===== src/rtl/sscl_pkg.sv =====
// Shared types and constants for the slave-serial configuration loader.
`default_nettype none

package sscl_pkg;

  // Command codes carried by each input transaction.
  typedef enum logic [1:0] {
    CMD_START = 2'd0,
    CMD_TICK  = 2'd1,
    CMD_DATA  = 2'd2,
    CMD_END   = 2'd3
  } cmd_t;

  // Status codes reported with each result transaction.
  typedef enum logic [2:0] {
    ST_BUSY       = 3'd0,
    ST_READY      = 3'd1,
    ST_SUCCESS    = 3'd2,
    ST_NO_INIT    = 3'd3,
    ST_TIMEOUT    = 3'd4,
    ST_DONE_EARLY = 3'd5,
    ST_CRC        = 3'd6
  } status_t;

  // Sequencer phases of the front end.
  typedef enum logic [2:0] {
    PH_IDLE = 3'd0,
    PH_PROG = 3'd1,
    PH_WAIT = 3'd2,
    PH_LOAD = 3'd3,
    PH_PAD  = 3'd4
  } phase_t;

  // Work handed from the front end to the pin driver.
  typedef struct packed {
    logic       shift;        // 1: shift a byte as 16 pin states, 0: one status result
    logic [7:0] byte_val;
    status_t    final_status;
    logic       prog_n;
  } job_t;

  localparam logic [7:0] INIT_TIMEOUT_RESET = 8'd100;
  localparam logic [7:0] PAD_BYTE           = 8'hff;
  localparam int         STEPS_PER_BYTE     = 16;

endpackage

`default_nettype wire


===== src/rtl/sscl_ifs.sv =====
// Channel interfaces for input items and result transactions.
`default_nettype none

interface sscl_in_if;
  logic       valid;
  logic       ready;
  logic [1:0] cmd;
  logic [7:0] data_byte;
  logic       init_low;
  logic       done_high;

  modport source (output valid, cmd, data_byte, init_low, done_high, input ready);
  modport sink (input valid, cmd, data_byte, init_low, done_high, output ready);
endinterface

interface sscl_out_if;
  logic       valid;
  logic       ready;
  logic       prog_n;
  logic       din;
  logic       cclk;
  logic [2:0] status;
  logic       last;

  modport source (output valid, prog_n, din, cclk, status, last, input ready);
  modport sink (input valid, prog_n, din, cclk, status, last, output ready);
endinterface

`default_nettype wire


===== src/rtl/sscl_front.sv =====
// Front end: accepts items, runs the configuration phase sequencer, emits jobs.
`default_nettype none

module sscl_front (
  input  wire logic          clk,
  input  wire logic          rst_n,
  input  wire logic          in_valid,
  output logic               in_ready,
  input  wire logic [1:0]    cmd,
  input  wire logic [7:0]    data_byte,
  input  wire logic          init_low,
  input  wire logic          done_high,
  input  wire logic          cfg_we,
  input  wire logic [7:0]    cfg_wdata,
  input  wire logic          q_full,
  output logic               q_push,
  output sscl_pkg::job_t     q_job
);
  import sscl_pkg::*;

  phase_t     phase_r, phase_nxt;
  logic [7:0] wait_count_r, wait_count_nxt;
  logic       prog_r, prog_nxt;
  logic [7:0] init_timeout_r;
  logic       accept;
  cmd_t       cmd_c;
  logic [7:0] wc_inc;
  logic       timeout_hit;

  assign in_ready    = !q_full;
  assign accept      = in_valid && in_ready;
  assign cmd_c       = cmd_t'(cmd);
  assign wc_inc      = wait_count_r + 8'd1;
  assign timeout_hit = (wc_inc == 8'd0) || (wc_inc >= init_timeout_r);

  // Configuration register.
  always_ff @(posedge clk) begin
    if (!rst_n) begin
      init_timeout_r <= INIT_TIMEOUT_RESET;
    end else if (cfg_we) begin
      init_timeout_r <= cfg_wdata;
    end
  end

  // Next phase.
  always_comb begin
    phase_nxt = phase_r;
    if (accept) begin
      if (cmd_c == CMD_START) begin
        phase_nxt = PH_PROG;
      end else begin
        unique case (phase_r)
          PH_PROG: begin
            if (cmd_c == CMD_TICK) phase_nxt = init_low ? PH_WAIT : PH_IDLE;
          end
          PH_WAIT: begin
            if (cmd_c == CMD_TICK) begin
              if (!init_low) phase_nxt = done_high ? PH_IDLE : PH_LOAD;
              else if (timeout_hit) phase_nxt = PH_IDLE;
            end
          end
          PH_LOAD: begin
            if (cmd_c == CMD_DATA) begin
              if (init_low) phase_nxt = PH_IDLE;
            end else if (cmd_c == CMD_END) begin
              phase_nxt = (init_low || done_high) ? PH_IDLE : PH_PAD;
            end
          end
          PH_PAD: begin
            if (cmd_c == CMD_TICK && (init_low || done_high)) phase_nxt = PH_IDLE;
          end
          default: phase_nxt = phase_r;
        endcase
      end
    end
  end

  // Job generation and pin/counter updates.
  always_comb begin
    q_push         = 1'b0;
    q_job.shift    = 1'b0;
    q_job.byte_val = data_byte;
    q_job.final_status = ST_BUSY;
    prog_nxt       = prog_r;
    wait_count_nxt = wait_count_r;
    if (accept) begin
      if (cmd_c == CMD_START) begin
        prog_nxt       = 1'b0;
        wait_count_nxt = 8'd0;
        q_push         = 1'b1;
      end else begin
        unique case (phase_r)
          PH_PROG: begin
            if (cmd_c == CMD_TICK) begin
              prog_nxt       = 1'b1;
              q_push         = 1'b1;
              wait_count_nxt = 8'd0;
              q_job.final_status = init_low ? ST_BUSY : ST_NO_INIT;
            end
          end
          PH_WAIT: begin
            if (cmd_c == CMD_TICK) begin
              q_push = 1'b1;
              if (!init_low) begin
                q_job.final_status = done_high ? ST_DONE_EARLY : ST_READY;
              end else begin
                wait_count_nxt = wc_inc;
                q_job.final_status = timeout_hit ? ST_TIMEOUT : ST_BUSY;
              end
            end
          end
          PH_LOAD, PH_PAD: begin
            if (phase_r == PH_LOAD && cmd_c == CMD_DATA) begin
              q_push       = 1'b1;
              q_job.shift  = 1'b1;
              q_job.final_status = init_low ? ST_CRC : ST_READY;
            end else if ((phase_r == PH_LOAD && cmd_c == CMD_END)
                         || (phase_r == PH_PAD && cmd_c == CMD_TICK)) begin
              // Padding step: CRC error wins over DONE.
              q_push         = 1'b1;
              q_job.byte_val = PAD_BYTE;
              if (init_low) begin
                q_job.final_status = ST_CRC;
              end else begin
                q_job.shift = 1'b1;
                q_job.final_status = done_high ? ST_SUCCESS : ST_BUSY;
              end
            end
          end
          default: q_push = 1'b0;
        endcase
      end
    end
    q_job.prog_n = prog_nxt;
  end

  // Sequencer registers.
  always_ff @(posedge clk) begin
    if (!rst_n) begin
      phase_r      <= PH_IDLE;
      wait_count_r <= 8'd0;
      prog_r       <= 1'b1;
    end else begin
      phase_r      <= phase_nxt;
      wait_count_r <= wait_count_nxt;
      prog_r       <= prog_nxt;
    end
  end

endmodule

`default_nettype wire


===== src/rtl/sscl_fifo.sv =====
// Short job queue between the front end and the pin driver.
`default_nettype none

module sscl_fifo #(
  parameter int DEPTH = 2
) (
  input  wire logic           clk,
  input  wire logic           rst_n,
  input  wire logic           push,
  input  wire sscl_pkg::job_t push_job,
  input  wire logic           pop,
  output sscl_pkg::job_t      head_job,
  output logic                full,
  output logic                empty
);
  import sscl_pkg::*;

  localparam int AW = (DEPTH > 1) ? $clog2(DEPTH) : 1;
  localparam int CW = $clog2(DEPTH + 1);

  job_t          mem [DEPTH];
  logic [AW-1:0] wr_ptr_r, rd_ptr_r;
  logic [CW-1:0] count_r;
  logic          do_push, do_pop;

  assign full     = (count_r == CW'(DEPTH));
  assign empty    = (count_r == '0);
  assign do_push  = push && !full;
  assign do_pop   = pop && !empty;
  assign head_job = mem[rd_ptr_r];

  // Storage.
  always_ff @(posedge clk) begin
    if (do_push) begin
      mem[wr_ptr_r] <= push_job;
    end
  end

  // Pointers and fill count.
  always_ff @(posedge clk) begin
    if (!rst_n) begin
      wr_ptr_r <= '0;
      rd_ptr_r <= '0;
      count_r  <= '0;
    end else begin
      if (do_push) wr_ptr_r <= (wr_ptr_r == AW'(DEPTH - 1)) ? '0 : wr_ptr_r + AW'(1);
      if (do_pop)  rd_ptr_r <= (rd_ptr_r == AW'(DEPTH - 1)) ? '0 : rd_ptr_r + AW'(1);
      if (do_push && !do_pop)      count_r <= count_r + CW'(1);
      else if (do_pop && !do_push) count_r <= count_r - CW'(1);
    end
  end

endmodule

`default_nettype wire


===== src/rtl/sscl_back.sv =====
// Pin driver: turns jobs into result transactions, one pin state per cycle unless the receiver stalls.
`default_nettype none

module sscl_back (
  input  wire logic           clk,
  input  wire logic           rst_n,
  input  wire logic           q_empty,
  input  wire sscl_pkg::job_t q_job,
  output logic                q_pop,
  output logic                out_valid,
  input  wire logic           out_ready,
  output logic                out_prog_n,
  output logic                out_din,
  output logic                out_cclk,
  output logic [2:0]          out_status,
  output logic                out_last
);
  import sscl_pkg::*;

  localparam logic [3:0] LAST_STEP = 4'(STEPS_PER_BYTE - 1);

  job_t       job_r;
  logic       active_r;
  logic [3:0] step_r;
  logic       din_r, cclk_r;
  logic       valid_r;
  logic       emit, finish;
  logic       din_c, cclk_c;
  logic [2:0] bit_idx;

  // A result is produced whenever a job is loaded and the output slot frees.
  assign emit    = active_r && (!valid_r || out_ready);
  assign finish  = emit && (!job_r.shift || step_r == LAST_STEP);
  assign q_pop   = !q_empty && (!active_r || finish);
  assign bit_idx = 3'd7 - step_r[3:1];
  assign din_c   = job_r.shift ? job_r.byte_val[bit_idx] : din_r;
  assign cclk_c  = job_r.shift ? step_r[0] : cclk_r;

  // Job and step control.
  always_ff @(posedge clk) begin
    if (!rst_n) begin
      active_r <= 1'b0;
      step_r   <= 4'd0;
      valid_r  <= 1'b0;
      din_r    <= 1'b0;
      cclk_r   <= 1'b0;
    end else begin
      if (q_pop) begin
        active_r <= 1'b1;
        step_r   <= 4'd0;
      end else if (finish) begin
        active_r <= 1'b0;
      end else if (emit) begin
        step_r <= step_r + 4'd1;
      end
      if (emit) begin
        valid_r <= 1'b1;
        din_r   <= din_c;
        cclk_r  <= cclk_c;
      end else if (out_ready) begin
        valid_r <= 1'b0;
      end
    end
  end

  // Job holding register.
  always_ff @(posedge clk) begin
    if (q_pop) job_r <= q_job;
  end

  // Output payload register.
  always_ff @(posedge clk) begin
    if (emit) begin
      out_prog_n <= job_r.prog_n;
      out_din    <= din_c;
      out_cclk   <= cclk_c;
      out_status <= finish ? job_r.final_status : ST_BUSY;
      out_last   <= finish;
    end
  end

  assign out_valid = valid_r;

endmodule

`default_nettype wire


===== src/rtl/fpga_slave_serial_config_loader_top.sv =====
// Top level of the slave-serial FPGA configuration loader.
//
// Input channel in_ch carries commands (start, time tick, data byte, end of
// data) together with the sampled INIT_B and DONE pins. The result channel
// out_ch carries pin states for PROG_B, DIN and CCLK plus a status code; the
// last result of an item has last set. cfg_we/cfg_wdata write init_timeout.
// The front end decodes each item in the cycle it is accepted and queues a
// job; the pin driver emits one result per cycle unless the receiver stalls.
// A data byte gives 16 results (DIN with CCLK low then high, MSB first), set
// by the pin driver's single step counter, as does a padding byte unless
// INIT_B is low. Other queued jobs give one result; ignored items give none.
// Items are taken while the job queue (QUEUE_DEPTH entries) has room, so a
// new item is accepted while earlier ones are still being shifted out.
// When the receiver stalls, the result register holds its transaction and
// the queue fills, after which in_ch.ready drops. Reset (rst_n low, sync)
// empties the queue, sets the phase to idle, the held PROG_B state released,
// held DIN and CCLK low and init_timeout to 100; out_ch payload is not reset.
`default_nettype none

module fpga_slave_serial_config_loader_top #(
  parameter int QUEUE_DEPTH = 2
) (
  input  wire logic       clk,
  input  wire logic       rst_n,
  sscl_in_if.sink         in_ch,
  sscl_out_if.source      out_ch,
  input  wire logic       cfg_we,
  input  wire logic [7:0] cfg_wdata
);
  import sscl_pkg::*;

  job_t push_job, head_job;
  logic push, pop, full, empty;

  sscl_front u_front (
    .clk       (clk),
    .rst_n     (rst_n),
    .in_valid  (in_ch.valid),
    .in_ready  (in_ch.ready),
    .cmd       (in_ch.cmd),
    .data_byte (in_ch.data_byte),
    .init_low  (in_ch.init_low),
    .done_high (in_ch.done_high),
    .cfg_we    (cfg_we),
    .cfg_wdata (cfg_wdata),
    .q_full    (full),
    .q_push    (push),
    .q_job     (push_job)
  );

  sscl_fifo #(.DEPTH(QUEUE_DEPTH)) u_fifo (
    .clk      (clk),
    .rst_n    (rst_n),
    .push     (push),
    .push_job (push_job),
    .pop      (pop),
    .head_job (head_job),
    .full     (full),
    .empty    (empty)
  );

  sscl_back u_back (
    .clk        (clk),
    .rst_n      (rst_n),
    .q_empty    (empty),
    .q_job      (head_job),
    .q_pop      (pop),
    .out_valid  (out_ch.valid),
    .out_ready  (out_ch.ready),
    .out_prog_n (out_ch.prog_n),
    .out_din    (out_ch.din),
    .out_cclk   (out_ch.cclk),
    .out_status (out_ch.status),
    .out_last   (out_ch.last)
  );

endmodule

`default_nettype wire

===== src/flat_wrapper.sv =====
// flat-port wrapper written by rule: the top's interface ports become plain ports
module fpga_slave_serial_config_loader_top_flat import sscl_pkg::*;
#(
  parameter int QUEUE_DEPTH = 2
)
  (clk, rst_n, cfg_we, cfg_wdata, in_ch_valid, in_ch_cmd, in_ch_data_byte, in_ch_init_low, in_ch_done_high, in_ch_ready, out_ch_valid, out_ch_prog_n, out_ch_din, out_ch_cclk, out_ch_status, out_ch_last, out_ch_ready);
  sscl_in_if in_ch_i ();
  sscl_out_if out_ch_i ();
  input  wire logic clk;
  input  wire logic rst_n;
  input  wire logic cfg_we;
  input  wire logic [7:0] cfg_wdata;
  input wire logic [$bits(in_ch_i.valid)-1:0] in_ch_valid;
  input wire logic [$bits(in_ch_i.cmd)-1:0] in_ch_cmd;
  input wire logic [$bits(in_ch_i.data_byte)-1:0] in_ch_data_byte;
  input wire logic [$bits(in_ch_i.init_low)-1:0] in_ch_init_low;
  input wire logic [$bits(in_ch_i.done_high)-1:0] in_ch_done_high;
  output wire logic [$bits(in_ch_i.ready)-1:0] in_ch_ready;
  output wire logic [$bits(out_ch_i.valid)-1:0] out_ch_valid;
  output wire logic [$bits(out_ch_i.prog_n)-1:0] out_ch_prog_n;
  output wire logic [$bits(out_ch_i.din)-1:0] out_ch_din;
  output wire logic [$bits(out_ch_i.cclk)-1:0] out_ch_cclk;
  output wire logic [$bits(out_ch_i.status)-1:0] out_ch_status;
  output wire logic [$bits(out_ch_i.last)-1:0] out_ch_last;
  input wire logic [$bits(out_ch_i.ready)-1:0] out_ch_ready;
  assign in_ch_i.valid = in_ch_valid;
  assign in_ch_i.cmd = in_ch_cmd;
  assign in_ch_i.data_byte = in_ch_data_byte;
  assign in_ch_i.init_low = in_ch_init_low;
  assign in_ch_i.done_high = in_ch_done_high;
  assign in_ch_ready = in_ch_i.ready;
  assign out_ch_valid = out_ch_i.valid;
  assign out_ch_prog_n = out_ch_i.prog_n;
  assign out_ch_din = out_ch_i.din;
  assign out_ch_cclk = out_ch_i.cclk;
  assign out_ch_status = out_ch_i.status;
  assign out_ch_last = out_ch_i.last;
  assign out_ch_i.ready = out_ch_ready;
  fpga_slave_serial_config_loader_top #(.QUEUE_DEPTH(QUEUE_DEPTH)) u_core (.clk(clk), .rst_n(rst_n), .in_ch(in_ch_i), .out_ch(out_ch_i), .cfg_we(cfg_we), .cfg_wdata(cfg_wdata));
endmodule

===== config.mk =====
export PLATFORM = sky130hd
export DESIGN_NAME = fpga_slave_serial_config_loader_top_flat
export DESIGN_NICKNAME = d
export VERILOG_FILES = /design/src/rtl/sscl_pkg.sv /design/src/rtl/sscl_ifs.sv /design/src/rtl/sscl_front.sv /design/src/rtl/sscl_fifo.sv /design/src/rtl/sscl_back.sv /design/src/rtl/fpga_slave_serial_config_loader_top.sv /design/src/flat_wrapper.sv
export SDC_FILE = /design/constraint.sdc
export NUM_CORES = 1
export LEC_CHECK = 0
export BUFFER_PORTS_ARGS = -buffer_cell sky130_fd_sc_hd__buf_4
export CORE_MARGIN = 3
export CORE_UTILIZATION = 45
export DETAILED_ROUTE_END_ITERATION = 16
export MAX_ROUTING_LAYER = met4
export SYNTH_ARGS = -nofsm -noshare
export SYNTH_HDL_FRONTEND = slang
export SYNTH_SLANG_ARGS = --single-unit

===== constraint.sdc =====
create_clock -name clk -period 3 [get_ports clk]
set_input_delay 0.45 -clock clk [delete_from_list [all_inputs] [get_ports clk]]
set_output_delay 0.45 -clock clk [all_outputs]
set_load 0.01 [all_outputs]

# Word level (Yosys, flattened, before mapping)
# Memories as Yosys holds them, arrays and structs flattened. A register that Yosys moved wholly into a read port is not among the register bits.
# Cells that the tools add are included.
[classes]
n_lt_le_gt_ge = 2
add_sub_neg = 7
shift = 0
multipliers = 0
n_reduce_logical = 39
n_eq_ne = 16
div_mod_pow = 0
n_bitwise = 2
muxes = 60
[op_table]
columns = ["op", "n"]
rows = [
  ["3-bit 2-to-1 mux", 17],
  ["8-bit 2-to-1 mux", 5],
  ["12-bit 2-to-1 mux", 3],
  ["1-bit 2-to-1 mux", 22],
  ["8-bit one-hot mux with 2 select lines", 1],
  ["2-bit 2-to-1 mux", 7],
  ["1-bit logical AND", 12],
  ["3-bit inequality test (second input constant)", 4],
  ["4-bit inequality test (second input constant)", 3],
  ["3-bit one-hot mux with 4 select lines", 1],
  ["9-bit 2-to-1 mux", 1],
  ["3-bit one-hot mux with 3 select lines", 1],
  ["8-bit by 1-bit adder with 8-bit output (second input constant)", 1],
  ["8-bit greater-or-equal comparator", 1],
  ["8-bit logical NOT", 1],
  ["8-bit AND reduction", 1],
  ["1-bit logical NOT", 7],
  ["2-bit equality test (second input constant)", 3],
  ["3-bit by 2-bit equality test with 1-bit output (second input constant)", 2],
  ["1-bit logical OR", 6],
  ["2-bit nonzero test", 3],
  ["2-bit OR reduction", 3],
  ["5-bit AND reduction", 1],
  ["5-bit nonzero test", 1],
  ["16 further kinds", 19],
]
[totals]
elab_cells = 144
reg_bits = 39
in_bits = 25
latchBits = 0
n_memories = 1
romBits = 0
mem_bits_rw = 26
[memory_table]
columns = ["name", "words", "width", "read_ports", "rd_clocked_by_memory_dff", "write_ports", "line_no", "rtl"]
rows = [
  ["u_core.u_fifo.mem", 2, 13, 1, 1, 1, "sscl_fifo.sv:21", "job_t mem [DEPTH];"],
]

# Depth between registers and ports, before layout
# Gate-level depths: netlist of the first run.
[depth]
depth_word = 13
depth_mapped = 12
mapped_depth_nobuf = 12

# By module
# From an unflattened synthesis of the first run, not the netlist that was laid out.
[unflattened]
hier_cells = 354
hier_area_um2 = 3887.5
[by_module_without_submodules]
columns = ["module", "instances", "area_per_inst_um2", "cells_per_inst"]
rows = [
  ["sscl_front", 1, 1611.5, 215],
  ["sscl_fifo", 1, 1166.1, 65],
  ["sscl_back", 1, 1109.8, 74],
]

# Least setup slack after synthesis of the first run
# Ideal clock, no wire load.
[synth_path]
path_type = "reg2reg"
startpoint = "register u_core.u_front.wait_count_r[0]"
endpoint = "register u_core.u_front.phase_r[0]"
arrival_time_ns = 2.119
required_ns = 2.869
slack_ns = 0.750
setup_ns = 0.131
path_stages_with_launch = 13
path_cell_list = "dfxtp_1 ha_1 nand2_1 nor2_1 xnor2_1 inv_1 ha_1 a21o_1 a21oi_1 nand2_1 a31oi_1 a21oi_1 mux2i_1"
[synth_via]
elab_chain_cells = 5
elab_cells_between_ends = 6
[synth_rtl]
columns = ["element", "line_no", "rtl"]
rows = [
  ["start, declared", "sscl_front.sv:22", "logic [7:0] wait_count_r, wait_count_nxt;"],
  ["start signal, assigned", "sscl_front.sv:145", "wait_count_r <= wait_count_nxt;"],
  ["8-bit by 1-bit adder with 8-bit output *", "sscl_front.sv:33", "assign wc_inc = wait_count_r + 8'd1;"],
  ["8-bit greater-or-equal comparator / 8-bit logical NOT (equally long branches)", "sscl_front.sv:34", "assign timeout_hit = (wc_inc == 8'd0) || (wc_inc >= init_timeout_r);"],
  ["1-bit logical OR *", "sscl_front.sv:34", ""],
  ["4-bit inequality test (no line) *", "-", ""],
  ["8-bit AND reduction (no line) *", "-", ""],
  ["end signal, assigned", "sscl_front.sv:144", "phase_r <= phase_nxt;"],
  ["end, declared", "sscl_front.sv:21", "phase_t phase_r, phase_nxt;"],
]
# Every way passes the cells marked *; elsewhere a longest branch is shown, timed or not.
# A chain may end at the register's enable or synchronous reset.

# Final worst setup path of the first run
[layout_path]
startpoint = "register u_core.u_back.step_r[1]"
endpoint = "register u_core.u_fifo.count_r[1]"
[layout_via]
elab_chain_cells = 9
elab_cells_between_ends = 11
[layout_rtl]
columns = ["element", "line_no", "rtl"]
rows = [
  ["start, declared", "sscl_back.sv:24", "logic [3:0] step_r;"],
  ["start signal, assigned", "sscl_back.sv:54", "step_r <= step_r + 4'd1;"],
  ["4-bit equality test *", "sscl_back.sv:33", "assign finish = emit && (!job_r.shift || step_r == LAST_STEP);"],
  ["1-bit logical OR *", "sscl_back.sv:33", ""],
  ["1-bit logical AND *", "sscl_back.sv:33", ""],
  ["via u_core.u_back.finish", "sscl_back.sv:27", "logic emit, finish;"],
  ["1-bit logical OR *", "sscl_back.sv:34", "assign q_pop = !q_empty && (!active_r || finish);"],
  ["1-bit logical AND *", "sscl_back.sv:34", ""],
  ["1-bit logical AND *", "sscl_fifo.sv:29", "assign do_pop = pop && !empty;"],
  ["1-bit logical NOT", "sscl_fifo.sv:48", "if (do_push && !do_pop) count_r <= count_r + CW'(1);"],
  ["1-bit logical AND", "sscl_fifo.sv:48", ""],
  ["2-bit 2-to-1 mux / 2-bit nonzero test (equally long branches)", "-", ""],
  ["end signal, assigned", "sscl_fifo.sv:48", ""],
  ["end signal, assigned", "sscl_fifo.sv:49", "else if (do_pop && !do_push) count_r <= count_r - CW'(1);"],
  ["end, declared", "sscl_fifo.sv:23", "logic [CW-1:0] count_r;"],
]
# Mark *: on every way through the listed nets, which the timed path passes. The rest lies on a longest branch.

==> results_dict.tcl, run 1 <==
set metrics [dict create \
    netlist.area_leader.share 0.369 \
    cpLargestDelayFamily "compound AO/OA/AOI/OAI gates" \
    p_clk_frac 0.277 \
    portBuffers 33 \
    crit_fanout 5 \
    hp-class "primary input to register" \
    via_per_inst 5.21 \
    cp_slowest_stage_delay_ps 480 \
    synthMuxAreaShare 0.0783 \
    vdd_ir_drop_max_mv 0.332 \
    dp_cells 463 \
    synth_xor_area_frac 0.0351 \
    relSlewSlack 0.513 \
    start_kind "register" \
    first_iter_violations 97 \
    power.share.combinational 0.193 \
    status "completed" \
    synth_edf_count 46 \
    power.density_nw_per_um2 642 \
    clockBufferDepth 2 \
    cellLeakagePower_nw 1.56 \
    synthAdderAreaFrac 0.0368 \
    synth_cell_type_count 47 \
    die-area_um2 9440 \
    wirelength_mm 6.77 \
    yosys.area.top_type "edfxtp_1" \
    post_drt_wl_per_cell_um 14.1 \
    period_share 0.835 \
    skew_ps 9.39 \
    dieWidth_um 97.2 \
    ys_warn_count 0 \
    syn_nets 380 \
    synth-seq-cells 78 \
    vias 2496 \
    synthesis.area_um2 3740 \
    p_int_mw 1.97 \
    hold_buffers 0 \
    max_slew.worst_pin.slew_ps 730 \
    required_ps 3270 \
    root_buffer "clkbuf_8" \
    worst_ep_arrival_time_ps 2780 \
    cap_violations 0 \
    grt_overflow_total 0 \
    utilization 0.537 \
    rsz0062_at_grt "no" \
    setup_violations 0 \
    drt-pass1-iter-count 4 \
    place_hpwl_mm 4.73 \
    core_area_um2 7890 \
    min_period_ps 2510 \
    cts_tree "yes" \
    n_antenna_cell 0 \
    initial_core_util 0.474 \
    area_growth_pct 13.2 \
    critPathLaunch "u_core.u_back.step_r[1]$_SDFFE_PP0P_" \
    numCtsBuffers 9 \
    critPathSlowestCell "a221oi_1" \
    cp_num_buf_inv 0 \
    grt_pass1_wl_mm 11.5 \
    grt_max_degree 33 \
    cts-resized-gates 0 \
    grt_pass1_vias 2412 \
    synth_compound_area_frac 0.100 \
    cts_sinks 78 \
    avgSynthCellArea_um2 10.9 \
    p_seq_frac 0.530 \
    synthFlopType "edfxtp_1" \
    switching_share 0.274 \
    cp_common_cell "ha_1" \
    switching_power_uw 744 \
    tns_ps 0 \
    min_from "cfg_wdata[2]" \
    io-pin-count 34 \
    synth.area.top_cells "edfxtp_1, dfxtp_1, mux2_2, ha_1, nand2b_1" \
    rows 32 \
    final_cells 479 \
    clock.fmax_ghz 0.399 \
    path_class "register to register" \
    crit_chain "ha_1, nand3_1, a221oi_1, nand2b_1, o21ai_1, ha_1, or3_1, a21boi_0" \
    drv_slew 0 \
    drive_gt1_frac 0.180 \
    track_usage 0.155 \
    syn_inst 344 \
    h-tree-depth 3 \
    cts_setup_buffers 0 \
    cp-end-kind "register" \
    ant_nets 0 \
    synth_top_family_by_area "simple AND/OR/NAND/NOR gates" \
    drcViolationCount 0 \
    antenna_found_initial 0 \
    hold_viol_final 0 \
    die_h_um 97.2 \
    timing.rr.start "u_core.u_back.step_r[1]$_SDFFE_PP0P_" \
    path_clk_slew_ps 80 \
    insertion_delay_ps 340 \
    synth_simple_gate_area_frac 0.171 \
    seq_area_frac_synth 0.541 \
    routabilityCongestion 0.851 \
    synthArstFlopShare 0 \
    final_nets 408 \
]
[power by group through the flow]
stage / combinational (mW) / clock, mW / sequential, mW
after global placement: 0.524 / 0 / 1.46
after CTS: 0.533 / 0.775 / 1.44
after floorplan: 0.378 / 0 / 1.44
after global routing: 0.590 / 0.832 / 1.46
final: 0.525 / 0.752 / 1.44
after detailed placement: 0.529 / 0 / 1.47
[stage by stage]
stage	total power, mW	area [um^2]	setup slack [ps]	hold slack (ps)
after global placement	1.99	4040	591	447
after detailed placement	2.00	4040	492	442
final	2.72	4230	494	333
after floorplan	1.81	3740	750	400
after global routing	2.88	4230	196	322
after CTS	2.75	4230	453	319
[registers in the layout, summed over array words and instances, names as in the netlist, 2 cells and up]
signal                         flops
u_core.u_fifo.mem                 26
u_core.u_back.job_r               13
u_core.u_front.init_timeout_r      8
u_core.u_front.wait_count_r        8
u_core.u_back.step_r               4
u_core.u_back.out_status           3
u_core.u_front.phase_r             3
u_core.u_fifo.count_r              2
[path summary, 6_finish.rpt]
path	endpoint	slack (ps)	cells past startpoint
setup / recovery	u_core.u_fifo.count_r[1]$_SDFFE_PN0P_	490	8
hold / removal	u_core.u_front.init_timeout_r[2]$_SDFFE_PN1P_	330	3
setup reg to reg	u_core.u_fifo.count_r[1]$_SDFFE_PN0P_	490	8
hold reg to reg	u_core.u_back.out_prog_n$_DFFE_PP_	450	0
[cells in the final DEF, fill, tap and decap left out, types with 2 or more instances in the layout]
master / count
or4_1: 3
buf_4: 34
nor4_1: 3
nand4_1: 4
a211oi_1: 3
nand2_1: 24
mux4_2: 2
and2_1: 7
mux2_2: 14
clkbuf_8: 9
inv_1: 17
nor2b_1: 13
a31oi_1: 2
edfxtp_1: 46
dfxtp_1: 32
or3_1: 4
nand3b_1: 3
ha_1: 11
nand2b_1: 19
nor3_1: 8
o21ai_0: 10
clkinvlp_4: 3
mux2i_1: 9
clkinv_2: 2
nand3_1: 5
o211ai_1: 4
a21boi_0: 4
o21a_1: 2
a21boi_1: 2
xnor2_1: 11
xor2_1: 4
a211o_1: 2
a21oi_1: 18
nor3b_1: 2
nor2_1: 26
a21o_1: 2
[worst min-delay path, cell delays in order]
cell      delay, ps
buf_4            80
nand2_1          40
o211ai_1         60
[cells by family after synthesis]
family / after synthesis
AOI/OAI and AO/OA: 58
buffers and inverters: 34
and+or+nand+nor: 123
xor gates and xnor gates: 15
adders and majority gates: 11
DFF: 78
muxes: 25
[cells in the mapped netlist, types with 10 or more instances]
| cell | count |
|---|---|
| nor2b_1 | 13 |
| mux2_2 | 14 |
| clkbuf_1 | 12 |
| nand2_1 | 24 |
| ha_1 | 11 |
| nor2_1 | 26 |
| nand2b_1 | 19 |
| edfxtp_1 | 46 |
| xnor2_1 | 11 |
| o21ai_0 | 10 |
| inv_1 | 17 |
| a21oi_1 | 18 |
| dfxtp_1 | 32 |
[layout make-up]
class	count	area, um^2
Fill cell	697	3650
Sequential cell	78	2020
Multi-Input combinational cell	232	1570
Timing Repair Buffer	34	255
Clock buffer	10	128
Tap cell	102	128
Inverter	17	63.8
Clock inverter	6	62.6
[per-layer routing]
| metal | global-route usage | share of wire | routed length [um] | vias to the layer above |
|---|---|---|---|---|
| met5 | - | 0 | 0 | - |
| met4 | 0.0389 | 0.0077 | 52 | 0 |
| met3 | 0.0488 | 0.046 | 309 | 6 |
| met2 | 0.220 | 0.45 | 3040 | 44 |
| met1 | 0.217 | 0.50 | 3370 | 1170 |
| li1 | - | - | - | 1276 |
No activity file was read; power rests on OpenSTA's default activity.
==> run 2: changes to the inputs <==
- clock period: 3 -> 2.4 ns (I/O delays scaled with it)
==> results_dict.tcl, run 2 (synthesized netlist as in run 1, its figures left out) <==
set metrics [dict create \
    skew_ps 9.12 \
    grt_pass1_vias 2556 \
    mostFrequentLayoutCell "buf_4" \
    path_clk_slew_ps 80 \
    wirelength_mm 7.09 \
    first_iter_violations 111 \
    timing.rr.start "u_core.u_back.step_r[0]$_SDFFE_PP0P_" \
    r2r_end "u_core.u_fifo.count_r[1]$_SDFFE_PN0P_" \
    area_growth_pct 17.4 \
    grt_pass1_wl_mm 11.9 \
    start_kind "register" \
    r2r_setup_slack_ps 180 \
    clock.fmax_ghz 0.450 \
    hold_buffers 0 \
    n_antenna_cell 0 \
    cts-resized-gates 0 \
    setup_violations 0 \
    antenna_found_initial 0 \
    cts_setup_buffers 0 \
    vias 2598 \
    path_class "register to register" \
    vdd_ir_drop_max_mv 0.378 \
    whs_endpoint "u_core.u_front.init_timeout_r[5]$_SDFFE_PN1P_" \
    place_hpwl_mm 5.09 \
    die_h_um 97.2 \
    cap_violations 0 \
    numCtsBuffers 9 \
    period_share 0.926 \
    detailed_place.area_um2 4180 \
    hp-class "primary input to register" \
    cts_sinks 78 \
    cts_tree "yes" \
    min_path_cells 3 \
    die-area_um2 9440 \
    top_register "u_core.u_fifo.mem" \
    post_drt_wl_per_cell_um 14.3 \
    drive_gt1_frac 0.241 \
    h-tree-depth 3 \
    worst_ep_arrival_time_ps 2490 \
    required_ps 2670 \
    power.density_nw_per_um2 768 \
    power.total_mw 3.37 \
    via_per_inst 5.23 \
    ff2ff_path_depth 9 \
    fin_hold_ws_ps 233 \
    drv_slew 0 \
    status "completed" \
    grt_max_degree 33 \
    cellLeakagePower_nw 1.66 \
    drt-pass1-iter-count 4 \
    final_cells 497 \
    min_period_ps 2220 \
    dieWidth_um 97.2 \
    core_area_um2 7890 \
    track_usage 0.160 \
    io-pin-count 34 \
    hold_viol_final 0 \
    routabilityCongestion 0.855 \
    largest_registers "u_core.u_fifo.mem (26), u_core.u_back.job_r (13)" \
    drcViolationCount 0 \
    max_slew.worst_pin.slew_ps 665 \
    insertion_delay_ps 340 \
    rows 32 \
    finalInstanceArea_um2 4390 \
    cp-end-kind "register" \
    root_buffer "clkbuf_8" \
    min_from "cfg_wdata[5]" \
    layout_common_cells "buf_4, edfxtp_1, dfxtp_1" \
    final_nets 426 \
    clockBufferDepth 2 \
    relSlewSlack 0.556 \
    largest_register_ffs 26 \
    ant_nets 0 \
    portBuffers 33 \
    initial_core_util 0.474 \
    grt_overflow_total 0 \
    dp_cells 481 \
    crit_fanout 5 \
]
## run 2: area by class of cell
class                           count  area (um^2)
Sequential cell                    78         2030
Clock inverter                      7         50.0
Multi-Input combinational cell    232         1600
Clock buffer                        9          124
Timing Repair Buffer               52          390
Inverter                           17         63.8
Fill cell                         699         3500
Tap cell                          102          128
## run 2: power by group
| part | internal [mW] | switching [mW] | leakage, nW |
|---|---|---|---|
| Sequential | 1.68 | 0.121 | 0.685 |
| Combinational | 0.347 | 0.372 | 0.887 |
| Clock | 0.378 | 0.477 | 0.0863 |
| Total | 2.40 | 0.970 | 1.66 |
## run 2: critical path, cell delays in order, from the launching register on
cell and delay [ps]:
dfxtp_2 370, ha_1 180, nand3_1 120, a221oi_2 260, buf_4 160, nand2b_1 110, o21ai_1 90, ha_1 320
or3_1 390, a21boi_1 160
## run 2: how the worst max path moves through the flow
stage                                                        end  slack [ps]                                         from  cells past startpoint
after floorplan           u_core.u_front.phase_r[0]$_SDFFE_PN0P_         150  u_core.u_front.wait_count_r[0]$_SDFFE_PN0P_                     12
after global placement         u_core.u_fifo.mem[0][3]$_DFFE_PP_         140  u_core.u_front.wait_count_r[2]$_SDFFE_PN0P_                      9
after detailed placement   u_core.u_fifo.count_r[1]$_SDFFE_PN0P_          60         u_core.u_back.step_r[0]$_SDFFE_PP0P_                      9
after CTS                  u_core.u_fifo.count_r[1]$_SDFFE_PN0P_          30         u_core.u_back.step_r[0]$_SDFFE_PP0P_                      9
after global routing       u_core.u_fifo.count_r[1]$_SDFFE_PN0P_         -20         u_core.u_back.step_r[0]$_SDFFE_PP0P_                      9
final                      u_core.u_fifo.count_r[1]$_SDFFE_PN0P_         180         u_core.u_back.step_r[0]$_SDFFE_PP0P_                      9
## run 2: metrics by stage
step	util	setup slack, ps	setup TNS [ps]
2_1_floorplan	-	150	0
3_3_place_gp	0.530	142	0
3_5_place_dp	0.530	64.1	0
4_1_cts	0.552	28.2	0
5_1_grt	0.556	-17.3	-17.3
6_report	0.556	178	0
## run 2: metal layers
metal  track usage  up-vias  wire length, um
li1              -     1320                -
met5             -        -                0
met2         0.235       45             3230
met4        0.0659        0               86
met1         0.217     1225             3460
met3        0.0323        8              310
